<file path="config.mk">
export PLATFORM = sky130hd
export DESIGN_NAME = midpoint_ellipse_rasterizer_core_flat
export DESIGN_NICKNAME = d
export VERILOG_FILES = /design/src/rtl/core/mer_pkg.sv /design/src/rtl/core/mer_if.sv /design/src/rtl/core/mer_mul.sv /design/src/rtl/core/midpoint_ellipse_rasterizer_core.sv /design/src/flat_wrapper.sv
export SDC_FILE = /design/constraint.sdc
export NUM_CORES = 2
export LEC_CHECK = 0
export ABC_AREA = 1
export BUFFER_PORTS_ARGS = -buffer_cell sky130_fd_sc_hd__buf_2
export CAP_MARGIN = 20
export CELL_PAD_IN_SITES_DETAIL_PLACEMENT = 0
export CELL_PAD_IN_SITES_GLOBAL_PLACEMENT = 1
export CORE_AREA = 4 4 442 444
export CTS_CLUSTER_DIAMETER = 60
export DETAILED_ROUTE_END_ITERATION = 16
export DIE_AREA = 0 0 446 448
export GPL_ROUTABILITY_DRIVEN = 0
export PLACE_DENSITY = 0.92
export SYNTH_ARGS = -nofsm -noshare
export SYNTH_HDL_FRONTEND = slang
export SYNTH_HIERARCHICAL = 1
export SYNTH_SLANG_ARGS = --single-unit
</file>
<file path="constraint.sdc">
create_clock -name clock -period 23.9 [get_ports clock]
set_input_delay 5.975 -clock clock [delete_from_list [all_inputs] [get_ports clock]]
set_output_delay 5.975 -clock clock [all_outputs]
set_load 0.1 [all_outputs]
</file>
<file path="src/rtl/core/mer_pkg.sv">
// Shared widths and codes for the midpoint ellipse rasterizer.
`timescale 1ns / 1ps
`default_nettype none
package mer_pkg;
   localparam int COORD_BITS    = 12;
   localparam int CEN_BITS      = COORD_BITS + 1;
   localparam int POS_BITS      = COORD_BITS + 2;
   localparam int DECISION_BITS = 56;
   localparam int MUL_BITS      = 32;
   localparam int PROD_BITS     = 2 * MUL_BITS;
   localparam int CSR_ADDR_BITS = 1;
   localparam int CSR_DATA_BITS = 32;

   localparam logic KIND_LOAD    = 1'b0;
   localparam logic KIND_ADVANCE = 1'b1;
   localparam logic ITEM_POINT   = 1'b0;
   localparam logic ITEM_SPAN    = 1'b1;
   localparam logic [CSR_ADDR_BITS-1:0] REG_FILL_ENABLE = '0;
endpackage
`default_nettype wire

</file>
<file path="src/rtl/core/mer_if.sv">
// Valid/ready channel interfaces for load/advance items and result items.
`timescale 1ns / 1ps
`default_nettype none
interface mer_req_if;
   logic valid;
   logic ready;
   logic kind;
   logic signed [mer_pkg::COORD_BITS-1:0] corner_a_x;
   logic signed [mer_pkg::COORD_BITS-1:0] corner_a_y;
   logic signed [mer_pkg::COORD_BITS-1:0] corner_b_x;
   logic signed [mer_pkg::COORD_BITS-1:0] corner_b_y;
   modport source (output valid, kind, corner_a_x, corner_a_y, corner_b_x, corner_b_y,
                   input ready);
   modport sink (input valid, kind, corner_a_x, corner_a_y, corner_b_x, corner_b_y,
                 output ready);
endinterface

interface mer_rsp_if;
   logic valid;
   logic ready;
   logic item_type;
   logic signed [mer_pkg::POS_BITS-1:0] pos_x;
   logic signed [mer_pkg::POS_BITS-1:0] pos_y;
   logic signed [mer_pkg::POS_BITS-1:0] span_end_x;
   logic last_of_step;
   logic walk_done;
   modport source (output valid, item_type, pos_x, pos_y, span_end_x, last_of_step,
                   walk_done, input ready);
   modport sink (input valid, item_type, pos_x, pos_y, span_end_x, last_of_step,
                 walk_done, output ready);
endinterface
`default_nettype wire

</file>
<file path="src/rtl/core/mer_mul.sv">
// Shared unsigned multiplier with a registered product.
`timescale 1ns / 1ps
`default_nettype none
module mer_mul (
   input  wire logic                           clock,
   input  wire logic [mer_pkg::MUL_BITS-1:0]   op_a,
   input  wire logic [mer_pkg::MUL_BITS-1:0]   op_b,
   output logic      [mer_pkg::PROD_BITS-1:0]  prod
);
   logic [mer_pkg::PROD_BITS-1:0] prod_ff;
   logic [mer_pkg::PROD_BITS-1:0] prod_in;

   assign prod_in = mer_pkg::PROD_BITS'(op_a) * mer_pkg::PROD_BITS'(op_b);

   always_ff @(posedge clock) begin
      prod_ff <= prod_in;
   end

   assign prod = prod_ff;
endmodule
`default_nettype wire

</file>
<file path="src/rtl/core/midpoint_ellipse_rasterizer_core.sv">
// Top level: sequencer of the two-region midpoint ellipse walk around a shared multiplier.
// A load item (kind 0) takes two bounding-box corners and restarts the walk; it gives no
// result. An advance item (kind 1) runs one iteration and gives two fill spans or four
// outline points on the rsp channel, the last one flagged last_of_step; walk_done marks
// the final result of the ellipse. Advances while no walk is active give nothing.
// The block takes one item at a time: req.ready is high only while the sequencer idles.
// After the accepting cycle a load forms three products and the start terms and then
// settles; entering region two at once adds five more products and one more settle.
// An advance runs two update steps and a settle, five products and a settle when it enters
// region two, the start terms and a settle when it ends the fill pass and restarts, and five
// more products and a settle when the restarted pass enters region two at once; then it
// emits its results. A stalled rsp.ready holds the output register and the emitting
// sequencer waits for it.
// The last result sits in the output register while the next item is already taken.
// fill_enable is written through the csr port and sampled at each load.
// Reset is synchronous: the walk goes idle, fill_enable clears, no result is pending.
`timescale 1ns / 1ps
`default_nettype none
module midpoint_ellipse_rasterizer_core (
   input  wire logic                                 clock,
   input  wire logic                                 reset,
   mer_req_if.sink                                   req,
   mer_rsp_if.source                                 rsp,
   input  wire logic                                 csr_psel,
   input  wire logic                                 csr_penable,
   input  wire logic                                 csr_pwrite,
   input  wire logic [mer_pkg::CSR_ADDR_BITS-1:0]    csr_paddr,
   input  wire logic [mer_pkg::CSR_DATA_BITS-1:0]    csr_pwdata,
   output logic      [mer_pkg::CSR_DATA_BITS-1:0]    csr_prdata,
   output logic                                      csr_pready
);
   localparam int DW = mer_pkg::DECISION_BITS;
   localparam int NB = mer_pkg::CEN_BITS;
   localparam int PB = mer_pkg::POS_BITS;
   localparam int MB = mer_pkg::MUL_BITS;
   localparam int QB = mer_pkg::PROD_BITS;
   localparam int SQ = 2 * NB;          // square of a radius
   localparam int CU = 3 * NB;          // radius cubed term
   localparam int AB = PB;              // offset operand of region two entry
   localparam int A2 = 2 * AB;

   localparam logic [4:0] S_IDLE   = 5'd0;
   localparam logic [4:0] S_LD1    = 5'd1;
   localparam logic [4:0] S_LD2    = 5'd2;
   localparam logic [4:0] S_LD3    = 5'd3;
   localparam logic [4:0] S_LD4    = 5'd4;
   localparam logic [4:0] S_START  = 5'd5;
   localparam logic [4:0] S_SETTLE = 5'd6;
   localparam logic [4:0] S_R1     = 5'd7;
   localparam logic [4:0] S_R2     = 5'd8;
   localparam logic [4:0] S_R3     = 5'd9;
   localparam logic [4:0] S_R4     = 5'd10;
   localparam logic [4:0] S_R5     = 5'd11;
   localparam logic [4:0] S_R6     = 5'd12;
   localparam logic [4:0] S_IT1    = 5'd13;
   localparam logic [4:0] S_IT2    = 5'd14;
   localparam logic [4:0] S_EMIT   = 5'd15;

   logic [4:0] state_ff, state_in;
   logic fill_en_ff, fill_en_in;
   logic signed [NB-1:0] cx_ff, cx_in, cy_ff, cy_in;
   logic [NB-1:0] rx_ff, rx_in, ry_ff, ry_in;
   logic [SQ-1:0] rx2_ff, rx2_in, ry2_ff, ry2_in;
   logic [CU-1:0] rx2ry_ff, rx2ry_in;
   logic [NB-1:0] x_ff, x_in;
   logic signed [PB-1:0] y_ff, y_in;
   logic [DW-1:0] sx_ff, sx_in, sy_ff, sy_in, dec_ff, dec_in;
   logic r2_ff, r2_in, fillpass_ff, fillpass_in, active_ff, active_in;
   logic mx_ff, mx_in, my_ff, my_in, adv_ff, adv_in, done_ff, done_in;
   logic [NB-1:0] snap_x_ff, snap_x_in;
   logic signed [PB-1:0] snap_y_ff, snap_y_in;
   logic snap_fill_ff, snap_fill_in;
   logic [A2-1:0] a2_ff, a2_in, b2_ff, b2_in;
   logic [QB-1:0] t_ff, t_in;
   logic [1:0] k_ff, k_in;
   logic ov_ff, ov_in, otype_ff, otype_in, olast_ff, olast_in, odone_ff, odone_in;
   logic signed [PB-1:0] opx_ff, opx_in, opy_ff, opy_in, oex_ff, oex_in;

   logic [MB-1:0] mul_a, mul_b;
   logic [QB-1:0] prod;
   logic req_fire, csr_write;
   logic signed [NB-1:0] dx, dy;
   logic [AB-1:0] a_op;
   logic signed [PB:0] b_op;
   logic [AB-1:0] b_mag;
   logic signed [PB:0] cxe, cye, xe, ye;
   logic [1:0] k_last;

   mer_mul u_mul (
      .clock (clock),
      .op_a  (mul_a),
      .op_b  (mul_b),
      .prod  (prod)
   );

   assign req.ready  = (state_ff == S_IDLE);
   assign req_fire   = req.valid && req.ready;
   assign csr_pready = 1'b1;
   assign csr_write  = csr_psel && csr_penable && csr_pwrite && csr_pready;
   assign csr_prdata = mer_pkg::CSR_DATA_BITS'(fill_en_ff);

   assign dx = NB'(req.corner_a_x) - NB'(req.corner_b_x);
   assign dy = NB'(req.corner_a_y) - NB'(req.corner_b_y);

   assign a_op  = AB'(x_ff) + AB'(1);
   assign b_op  = (PB + 1)'(y_ff) - (PB + 1)'(2);
   assign b_mag = b_op[PB] ? AB'(-b_op) : AB'(b_op);

   assign cxe = (PB + 1)'(cx_ff);
   assign cye = (PB + 1)'(cy_ff);
   assign xe  = (PB + 1)'({1'b0, snap_x_ff});
   assign ye  = (PB + 1)'(snap_y_ff);
   assign k_last = snap_fill_ff ? 2'd1 : 2'd3;

   always_comb begin
      state_in = state_ff;
      fill_en_in = fill_en_ff;
      cx_in = cx_ff; cy_in = cy_ff; rx_in = rx_ff; ry_in = ry_ff;
      rx2_in = rx2_ff; ry2_in = ry2_ff; rx2ry_in = rx2ry_ff;
      x_in = x_ff; y_in = y_ff; sx_in = sx_ff; sy_in = sy_ff; dec_in = dec_ff;
      r2_in = r2_ff; fillpass_in = fillpass_ff; active_in = active_ff;
      mx_in = mx_ff; my_in = my_ff; adv_in = adv_ff; done_in = done_ff;
      snap_x_in = snap_x_ff; snap_y_in = snap_y_ff; snap_fill_in = snap_fill_ff;
      a2_in = a2_ff; b2_in = b2_ff; t_in = t_ff; k_in = k_ff;
      ov_in = ov_ff && !rsp.ready;
      otype_in = otype_ff; olast_in = olast_ff; odone_in = odone_ff;
      opx_in = opx_ff; opy_in = opy_ff; oex_in = oex_ff;
      mul_a = '0;
      mul_b = '0;

      if (csr_write && csr_paddr == mer_pkg::REG_FILL_ENABLE) begin
         fill_en_in = csr_pwdata[0];
      end

      case (state_ff)
         S_IDLE: begin
            if (req_fire) begin
               if (req.kind == mer_pkg::KIND_LOAD) begin
                  cx_in = NB'(req.corner_a_x) + NB'(req.corner_b_x);
                  cy_in = NB'(req.corner_a_y) + NB'(req.corner_b_y);
                  rx_in = dx[NB-1] ? NB'(-dx) : NB'(dx);
                  ry_in = dy[NB-1] ? NB'(-dy) : NB'(dy);
                  fillpass_in = fill_en_ff;
                  active_in = 1'b1;
                  adv_in = 1'b0;
                  state_in = S_LD1;
               end else if (active_ff) begin
                  snap_x_in = x_ff;
                  snap_y_in = y_ff;
                  snap_fill_in = fillpass_ff;
                  adv_in = 1'b1;
                  done_in = 1'b0;
                  state_in = S_IT1;
               end
            end
         end
         S_LD1: begin
            mul_a = MB'(rx_ff);
            mul_b = MB'(rx_ff);
            state_in = S_LD2;
         end
         S_LD2: begin
            rx2_in = prod[SQ-1:0];
            mul_a = MB'(ry_ff);
            mul_b = MB'(ry_ff);
            state_in = S_LD3;
         end
         S_LD3: begin
            ry2_in = prod[SQ-1:0];
            mul_a = MB'(rx2_ff);
            mul_b = MB'(ry_ff);
            state_in = S_LD4;
         end
         S_LD4: begin
            rx2ry_in = prod[CU-1:0];
            state_in = S_START;
         end
         S_START: begin
            x_in = '0;
            y_in = PB'(ry_ff);
            sx_in = '0;
            sy_in = DW'(rx2ry_ff) << 4;
            dec_in = (DW'(ry2_ff) << 4) - (DW'(rx2ry_ff) << 3) + (DW'(rx2_ff) << 2);
            r2_in = 1'b0;
            state_in = S_SETTLE;
         end
         S_SETTLE: begin
            if (!r2_ff && !($signed(sx_ff) < $signed(sy_ff))) begin
               state_in = S_R1;
            end else if (r2_ff && y_ff[PB-1]) begin
               if (fillpass_ff) begin
                  fillpass_in = 1'b0;
                  state_in = S_START;
               end else begin
                  active_in = 1'b0;
                  done_in = 1'b1;
                  state_in = adv_ff ? S_EMIT : S_IDLE;
               end
            end else begin
               state_in = adv_ff ? S_EMIT : S_IDLE;
            end
         end
         S_R1: begin
            mul_a = MB'(a_op);
            mul_b = MB'(a_op);
            state_in = S_R2;
         end
         S_R2: begin
            a2_in = prod[A2-1:0];
            mul_a = MB'(b_mag);
            mul_b = MB'(b_mag);
            state_in = S_R3;
         end
         S_R3: begin
            b2_in = prod[A2-1:0];
            mul_a = MB'(ry2_ff);
            mul_b = MB'(a2_ff);
            state_in = S_R4;
         end
         S_R4: begin
            t_in = prod;
            mul_a = MB'(rx2_ff);
            mul_b = MB'(b2_ff);
            state_in = S_R5;
         end
         S_R5: begin
            t_in = t_ff + prod;
            mul_a = MB'(rx2_ff);
            mul_b = MB'(ry2_ff);
            state_in = S_R6;
         end
         S_R6: begin
            dec_in = DW'((t_ff - prod) << 2);
            r2_in = 1'b1;
            state_in = S_SETTLE;
         end
         S_IT1: begin
            // Region one always steps x; region two always steps y.
            mx_in = r2_ff ? !($signed(dec_ff) > 0) : 1'b1;
            my_in = r2_ff ? 1'b1 : !dec_ff[DW-1];
            if (mx_in) begin
               sx_in = sx_ff + (DW'(ry2_ff) << 5);
               x_in = x_ff + NB'(2);
            end
            if (my_in) begin
               sy_in = sy_ff - (DW'(rx2_ff) << 5);
               y_in = y_ff - PB'(2);
            end
            state_in = S_IT2;
         end
         S_IT2: begin
            if (!r2_ff) begin
               dec_in = my_ff ? dec_ff + sx_ff - sy_ff + (DW'(ry2_ff) << 4)
                              : dec_ff + sx_ff + (DW'(ry2_ff) << 4);
            end else begin
               dec_in = mx_ff ? dec_ff + sx_ff - sy_ff + (DW'(rx2_ff) << 4)
                              : dec_ff + (DW'(rx2_ff) << 4) - sy_ff;
            end
            state_in = S_SETTLE;
         end
         S_EMIT: begin
            if (!ov_ff || rsp.ready) begin
               ov_in = 1'b1;
               olast_in = (k_ff == k_last);
               odone_in = (k_ff == k_last) && done_ff;
               if (snap_fill_ff) begin
                  otype_in = mer_pkg::ITEM_SPAN;
                  opx_in = PB'(cxe - xe);
                  oex_in = PB'(cxe + xe);
                  opy_in = (k_ff == 2'd0) ? PB'(cye + ye) : PB'(cye - ye);
               end else begin
                  otype_in = mer_pkg::ITEM_POINT;
                  opx_in = k_ff[0] ? PB'(cxe - xe) : PB'(cxe + xe);
                  opy_in = k_ff[1] ? PB'(cye - ye) : PB'(cye + ye);
                  oex_in = '0;
               end
               if (k_ff == k_last) begin
                  k_in = 2'd0;
                  state_in = S_IDLE;
               end else begin
                  k_in = k_ff + 2'd1;
               end
            end
         end
         default: begin
            state_in = S_IDLE;
         end
      endcase
   end

   always_ff @(posedge clock) begin
      if (reset) begin
         state_ff <= S_IDLE;
         fill_en_ff <= 1'b0;
         cx_ff <= '0; cy_ff <= '0; rx_ff <= '0; ry_ff <= '0;
         x_ff <= '0; y_ff <= '0;
         sx_ff <= '0; sy_ff <= '0; dec_ff <= '0;
         r2_ff <= 1'b0; fillpass_ff <= 1'b0; active_ff <= 1'b0;
         adv_ff <= 1'b0; done_ff <= 1'b0;
         k_ff <= 2'd0;
         ov_ff <= 1'b0;
      end else begin
         state_ff <= state_in;
         fill_en_ff <= fill_en_in;
         cx_ff <= cx_in; cy_ff <= cy_in; rx_ff <= rx_in; ry_ff <= ry_in;
         x_ff <= x_in; y_ff <= y_in;
         sx_ff <= sx_in; sy_ff <= sy_in; dec_ff <= dec_in;
         r2_ff <= r2_in; fillpass_ff <= fillpass_in; active_ff <= active_in;
         adv_ff <= adv_in; done_ff <= done_in;
         k_ff <= k_in;
         ov_ff <= ov_in;
      end
   end

   always_ff @(posedge clock) begin
      rx2_ff <= rx2_in; ry2_ff <= ry2_in; rx2ry_ff <= rx2ry_in;
      mx_ff <= mx_in; my_ff <= my_in;
      snap_x_ff <= snap_x_in; snap_y_ff <= snap_y_in; snap_fill_ff <= snap_fill_in;
      a2_ff <= a2_in; b2_ff <= b2_in; t_ff <= t_in;
      otype_ff <= otype_in; olast_ff <= olast_in; odone_ff <= odone_in;
      opx_ff <= opx_in; opy_ff <= opy_in; oex_ff <= oex_in;
   end

   assign rsp.valid        = ov_ff;
   assign rsp.item_type    = otype_ff;
   assign rsp.pos_x        = opx_ff;
   assign rsp.pos_y        = opy_ff;
   assign rsp.span_end_x   = oex_ff;
   assign rsp.last_of_step = olast_ff;
   assign rsp.walk_done    = odone_ff;

`ifndef SYNTH
   a_done_is_last: assert property (@(posedge clock) disable iff (reset)
      rsp.valid && rsp.walk_done |-> rsp.last_of_step)
      else $error("walk_done without last_of_step");

   a_hold_stable: assert property (@(posedge clock) disable iff (reset)
      rsp.valid && !rsp.ready |=> rsp.valid && $stable(rsp.pos_x) && $stable(rsp.pos_y)
         && $stable(rsp.last_of_step))
      else $error("result item changed while stalled");

   a_point_no_end: assert property (@(posedge clock) disable iff (reset)
      rsp.valid && rsp.item_type == mer_pkg::ITEM_POINT |-> rsp.span_end_x == '0)
      else $error("outline point carries a span end");
`endif
endmodule
`default_nettype wire

</file>
<file path="src/flat_wrapper.sv">
// flat-port wrapper written by rule: the top's interface ports become plain ports
module midpoint_ellipse_rasterizer_core_flat 
  (clock, reset, csr_psel, csr_penable, csr_pwrite, csr_paddr, csr_pwdata, csr_prdata, csr_pready, req_valid, req_kind, req_corner_a_x, req_corner_a_y, req_corner_b_x, req_corner_b_y, req_ready, rsp_valid, rsp_item_type, rsp_pos_x, rsp_pos_y, rsp_span_end_x, rsp_last_of_step, rsp_walk_done, rsp_ready);
  mer_req_if req_i ();
  mer_rsp_if rsp_i ();
  input  wire logic clock;
  input  wire logic reset;
  input  wire logic csr_psel;
  input  wire logic csr_penable;
  input  wire logic csr_pwrite;
  input  wire logic [mer_pkg::CSR_ADDR_BITS-1:0] csr_paddr;
  input  wire logic [mer_pkg::CSR_DATA_BITS-1:0] csr_pwdata;
  output logic      [mer_pkg::CSR_DATA_BITS-1:0] csr_prdata;
  output logic csr_pready;
  input wire logic [$bits(req_i.valid)-1:0] req_valid;
  input wire logic [$bits(req_i.kind)-1:0] req_kind;
  input wire logic [$bits(req_i.corner_a_x)-1:0] req_corner_a_x;
  input wire logic [$bits(req_i.corner_a_y)-1:0] req_corner_a_y;
  input wire logic [$bits(req_i.corner_b_x)-1:0] req_corner_b_x;
  input wire logic [$bits(req_i.corner_b_y)-1:0] req_corner_b_y;
  output wire logic [$bits(req_i.ready)-1:0] req_ready;
  output wire logic [$bits(rsp_i.valid)-1:0] rsp_valid;
  output wire logic [$bits(rsp_i.item_type)-1:0] rsp_item_type;
  output wire logic [$bits(rsp_i.pos_x)-1:0] rsp_pos_x;
  output wire logic [$bits(rsp_i.pos_y)-1:0] rsp_pos_y;
  output wire logic [$bits(rsp_i.span_end_x)-1:0] rsp_span_end_x;
  output wire logic [$bits(rsp_i.last_of_step)-1:0] rsp_last_of_step;
  output wire logic [$bits(rsp_i.walk_done)-1:0] rsp_walk_done;
  input wire logic [$bits(rsp_i.ready)-1:0] rsp_ready;
  assign req_i.valid = req_valid;
  assign req_i.kind = req_kind;
  assign req_i.corner_a_x = req_corner_a_x;
  assign req_i.corner_a_y = req_corner_a_y;
  assign req_i.corner_b_x = req_corner_b_x;
  assign req_i.corner_b_y = req_corner_b_y;
  assign req_ready = req_i.ready;
  assign rsp_valid = rsp_i.valid;
  assign rsp_item_type = rsp_i.item_type;
  assign rsp_pos_x = rsp_i.pos_x;
  assign rsp_pos_y = rsp_i.pos_y;
  assign rsp_span_end_x = rsp_i.span_end_x;
  assign rsp_last_of_step = rsp_i.last_of_step;
  assign rsp_walk_done = rsp_i.walk_done;
  assign rsp_i.ready = rsp_ready;
  midpoint_ellipse_rasterizer_core u_core (.clock(clock), .reset(reset), .req(req_i), .rsp(rsp_i), .csr_psel(csr_psel), .csr_penable(csr_penable), .csr_pwrite(csr_pwrite), .csr_paddr(csr_paddr), .csr_pwdata(csr_pwdata), .csr_prdata(csr_prdata), .csr_pready(csr_pready));
endmodule
</file>
=== After elaboration in Yosys (flattened, before gate mapping) ===
Cells that the tools add are included.

* Reductions and logical operators: 35
* Multiplexer cells: 61
* Eq/ne operators: 29
* Bitwise operators: 2
* Order comparisons: 2
* Add/sub/neg operators: 29
* Multiply operators: 1

{| class="wikitable"
|+ Operators by type and width
! kind !! number
|-
| $mux W56 || 5
|-
| $add A56 B30 Y56 || 4
|-
| $pmux W56 S2 || 2
|-
| $pmux W28 S7 || 1
|-
| $pmux W56 S3 || 1
|-
| $pmux W26 S6 || 1
|-
| $pmux W64 S2 || 1
|-
| $sub A56 B56 Y56 || 2
|-
| $mux W14 || 7
|-
| $pmux W5 S14 || 1
|-
| $add A64 B54 Y64 || 1
|-
| $add A56 B28 Y56 || 1
|-
| $add A56 B31 Y56 || 1
|-
| $add A56 B56 Y56 || 1
|-
| $gt A56 B1 Y1 const B || 1
|-
| $lt A56 B56 Y1 || 1
|-
| $sub A56 B31 Y56 || 1
|-
| $mul A26 B28 Y54 || 1
|-
| $sub A54 B54 Y54 || 1
|-
| $sub A30 B42 Y43 || 1
|-
| $eq A5 B4 Y1 const B || 8
|-
| $mux W5 || 8
|-
| $mux W13 || 3
|-
| $add A13 B14 Y14 || 2
|-
| other kinds (39) || 103
|}

* Register bits after elaboration: 601
* Input bits: 89
* Output and inout port bits: 80
* Logic and storage cells: 195

=== Logic depth before layout (Yosys ltp) ===
* Depth in word-level cells: 6
* Mapped depth: 46
* Depth with buffers taken out: 45

=== Hierarchy ===
The synthesis kept the hierarchy.

{| class="wikitable"
|+ Modules (own cells, without submodules)
! module !! sequential area each (um2) !! instances !! area each (um2) !! cells an instance
|-
| midpoint_ellipse_rasterizer_core || 13222.7 || 1 || 61642.9 || 9797
|-
| mer_mul || 1281.2 || 1 || 37597.3 || 5086
|}

=== Least setup slack after synthesis ===
No wires, ideal clock.

* Path type: reg2reg
* Start point: register u_core.state_ff[3]
* End point: register u_core.u_mul.prod_ff, in the netlist u_core/u_mul/prod[52]
* Data arrival time: 9.595 ns
* Setup time: 0.113 ns
* Path buffers: 3
* Cell stages (with the launch flop): 35
* Setup slack: 14.192 ns
* Required time: 23.787 ns
* Cells stage by stage: dfxtp_1 -> inv_1 -> nor2_1 -> inv_1 -> nor2_1 -> nor2_1 -> clkbuf_1 -> clkbuf_1 -> o22ai_1 -> clkbuf_1 -> nand2_1 -> fa_1 -> inv_1 -> fa_1 -> fa_1 -> inv_1 -> fa_1 -> inv_1 -> fa_1 -> fa_1 -> fa_1 -> inv_1 -> fa_1 -> inv_1 -> ha_1 -> nand2_1 -> inv_1 -> a21oi_1 -> nand2_1 -> inv_1 -> nand2_1 -> nand2_1 -> nand3_1 -> nand2_1 -> nand2_1

* Cells in the longest elaborated chain, start to end: 4

{| class="wikitable"
|+ RTL lines
! what !! RTL line !! RTL
|-
| from (decl) || midpoint_ellipse_rasterizer_core.sv:59 || <nowiki>logic [4:0] state_ff, state_in;</nowiki>
|-
| from (signal assigned) || midpoint_ellipse_rasterizer_core.sv:303 || <nowiki>state_ff <= state_in;</nowiki>
|-
| $eq A5 B2 Y1 or $eq A5 B4 Y1 (tied branches) || midpoint_ellipse_rasterizer_core.sv:135 || <nowiki>case (state_ff)</nowiki>
|-
| $reduce_or A3 Y1 (no source line) || - ||
|-
| $pmux W26 S6 (*) || midpoint_ellipse_rasterizer_core.sv:135 ||
|-
| net u_core.mul_a[21] || midpoint_ellipse_rasterizer_core.sv:79 || <nowiki>logic [MB-1:0] mul_a, mul_b;</nowiki>
|-
| $mul A26 B28 Y54 (*) || mer_mul.sv:13 || <nowiki>assign prod_in = mer_pkg::PROD_BITS'(op_a) * mer_pkg::PROD_BITS'(op_b);</nowiki>
|-
| net u_core.u_mul.prod_in (one bit) || mer_mul.sv:11 || <nowiki>logic [mer_pkg::PROD_BITS-1:0] prod_in;</nowiki>
|-
| to (signal assigned) || mer_mul.sv:16 || <nowiki>prod_ff <= prod_in;</nowiki>
|-
| to (decl) || mer_mul.sv:10 || <nowiki>logic [mer_pkg::PROD_BITS-1:0] prod_ff;</nowiki>
|}

The timed path passes the listed nets; every way through them passes the cells marked *.
A chain may end at the register's enable or synchronous reset.

=== Worst setup path in the final report ===
* Start point: register u_core.y_ff[1]
* End point: register u_core.u_mul.prod_ff, in the netlist u_core/u_mul/prod[28]

* Cells in the longest elaborated chain, start to end: 5

{| class="wikitable"
|+ RTL lines
! what !! RTL line !! RTL
|-
| from (decl) || midpoint_ellipse_rasterizer_core.sv:66 || <nowiki>logic signed [PB-1:0] y_ff, y_in;</nowiki>
|-
| from (signal assigned) || midpoint_ellipse_rasterizer_core.sv:306 || <nowiki>x_ff <= x_in; y_ff <= y_in;</nowiki>
|-
| $sub A14 B3 Y15 (*) || midpoint_ellipse_rasterizer_core.sv:106 || <nowiki>assign b_op = (PB + 1)'(y_ff) - (PB + 1)'(2);</nowiki>
|-
| $neg A14 Y14 || midpoint_ellipse_rasterizer_core.sv:107 || <nowiki>assign b_mag = b_op[PB] ? AB'(-b_op) : AB'(b_op);</nowiki>
|-
| $mux W14 (*) || midpoint_ellipse_rasterizer_core.sv:107 ||
|-
| $pmux W26 S6 (*) || midpoint_ellipse_rasterizer_core.sv:135 ||
|-
| net u_core.mul_a[10] || midpoint_ellipse_rasterizer_core.sv:79 ||
|-
| $mul A26 B28 Y54 (*) || mer_mul.sv:13 ||
|-
| net u_core.u_mul.prod_in (one bit) || mer_mul.sv:11 ||
|}

Marks and branches as above.

==> results_dict.tcl <==
set metrics [dict create \
    crit_path_max_fanout 32 \
    clock_path_buffers 3 \
    vias_per_cell 5.56 \
    startpoint "u_core/y_ff[1]" \
    clkSlewWorstSetupHoldPaths_ns 0.06 \
    grt_pass1_vias 91300 \
    yosysWarningCount 6 \
    hp-class "register to register" \
    fmax_mhz 97.8 \
    clock-sinks 577 \
    finalNonFillerCells 17000 \
    drc 0 \
    p_comb_share_pct 82.3 \
    setup_viol_count_final 0 \
    crit_end "u_core/u_mul/prod[28]" \
    netlist_instances 14500 \
    cp.required_ns 24.44 \
    p_int_mw 5.54 \
    crit_slowest_cell "a221oi_1" \
    avgSynthCellArea_um2 6.66 \
    p_seq_share_pct 9.7 \
    power_switching_mw 9.65 \
    fin_crit_ns 10.23 \
    drv_slew 0 \
    io_buffers 105 \
    floorplan.die.width_um 446 \
    drt.antenna.violating_nets 0 \
    endpoint_kind "register" \
    rr_startpoint "u_core/y_ff[1]" \
    place_hpwl_mm 292 \
    max_stage_delay_ns 0.85 \
    syn2layout_area_growth_pct 6.27 \
    routed_wl_mm 357 \
    first_pass_iters 9 \
    die_area_um2 200000 \
    post_cts_resized 0 \
    die_y_um 448 \
    clock_latency_ns 0.70 \
    grt_max_degree 72 \
    regToRegSetupSlack_ns 13.67 \
    worst_path_most_repeated_cell "inv_1" \
    wl_per_cell_um 21.0 \
    grt_overflow_total 0 \
    antenna_found_initial 8 \
    num_vias 94400 \
    fin_nets 16200 \
    swShare_pct 63.5 \
    io_pins 169 \
    tightest_slew_ns 1.19 \
    hold_violations 0 \
    h-tree-depth 3 \
    crit_type "register to register" \
    skew_ns 0.0382 \
    gr-usage-all-layers_pct 35.3 \
    synth_area_um2 96300 \
    grt_pass1_wl_mm 538 \
    pre_cts_slack_ns 13.83 \
    rsz0062_at_grt "no" \
    peakVddDrop_mv 0.138 \
    drive_gt1_share_pct 4.77 \
    row_count 161 \
    drt_iter0_drc 10400 \
    cts_hold_buf 0 \
    post_cts_buffers 0 \
    cts_tree "yes" \
    maxCapViolCount 0 \
    pwr-share-clk_pct 8.0 \
    cts_root_buf "clkbuf_16" \
    cts_buffers 76 \
    initial_core_util_pct 50.3 \
    core_um2 192000 \
    reg2regPathDepth 36 \
    start_kind "register" \
    fin_crit_sh_pct 42.8 \
    status "complete, no violations" \
    tns_ns 0 \
    dp.cells 16800 \
    crit_arrival_ns 10.77 \
    timing.rr.end "u_core/u_mul/prod[28]" \
    powerDensity_nw_per_um2 149 \
    fin_ws_ns 13.67 \
    slew_headroom_pct 19.7 \
    leakage_nw 56.0 \
]
how the worst min path moves through the flow:
stage | start | endpoint | slack [ns] | cells after the start
5_1_grt | u_core/x_ff[11] | u_core/snap_x_ff[11] | 0.46 | 0
2_1_floorplan | u_core/x_ff[11] | u_core/snap_x_ff[11] | 0.41 | 0
4_1_cts | u_core/x_ff[11] | u_core/snap_x_ff[11] | 0.44 | 0
6_report | u_core/x_ff[11] | u_core/snap_x_ff[11] | 0.43 | 0
3_3_place_gp | u_core/x_ff[11] | u_core/snap_x_ff[11] | 0.41 | 0
3_5_place_dp | u_core/x_ff[11] | u_core/snap_x_ff[11] | 0.42 | 0
sequential cells by signal, indices dropped and copies added, names as in the netlist, 26 cells and up:
name / count
u_core/t_ff: 54
u_core/dec_ff: 56
u_core/u_mul/prod: 54
u_core/ry2_ff: 26
u_core/rx2ry_ff: 39
u_core/sy_ff: 52
u_core/rx2_ff: 26
u_core/sx_ff: 51
u_core/b2_ff: 28
u_core/a2_ff: 28
routing by layer:
layer,vias up,share of wire [%],global-route usage [%]
met5,-,0.0036,0
met4,2,7.5,21.4
li1,44500,-,-
met1,44200,39,45.0
met3,1057,9.9,5.99
met2,4713,44,56.3
power groups by stage:
| stage | combinational [mW] | clock [mW] | sequential [mW] |
|---|---|---|---|
| after floorplan | 8.23 | 0 | 1.35 |
| after global placement | 11.9 | 0 | 1.48 |
| after detailed placement | 11.9 | 0 | 1.48 |
| after CTS | 12.0 | 1.22 | 1.46 |
| after global routing | 13.6 | 1.26 | 1.48 |
| final | 12.5 | 1.21 | 1.48 |
through the flow:
stage / total power, mW / area (um2) / util, % / hold slack, ns
2_1_floorplan: 9.58 / 96600 / - / 0.408
3_3_place_gp: 13.4 / 99600 / 52.0 / 0.414
3_5_place_dp: 13.4 / 99600 / 52.0 / 0.420
4_1_cts: 14.7 / 102000 / 53.4 / 0.435
5_1_grt: 16.3 / 102000 / 53.4 / 0.457
6_report: 15.2 / 102000 / 53.4 / 0.433
critical path, delay by kind of cell, from the launching register on:
kind,cells,cell delay [ns]
AOI/OAI and AO/OA,4,1.90
and+or+nand+nor,11,1.45
buffers and inverters,11,1.26
adders and majority gates,9,4.44
DFF,1,0.44
xor gates and xnor gates,1,0.53
area by class of cell:
cell class | count | area, um2
antenna | 4 | 10.0
multi-input combinational | 10100 | 68100
inverter | 3401 | 12800
sequential | 577 | 14300
clock inverter | 41 | 551
tap | 2526 | 3160
fill | 19400 | 89200
clock buffer | 95 | 2110
timing repair buffer | 217 | 1370
cell usage in the layout, fill, tap and decap left out, drive strengths merged, types with 137 or more instances in the layout:
cell type and instances:
buf 217, edfxtp 275, nor3 137, xor2 238, nand2 3872, dfxtp 302, nor2 1042, a21oi 903
o21ai 706, nand4 165, fa 904, inv 3406, ha 809, nand3 574
Power figures use the tool's default switching activity.
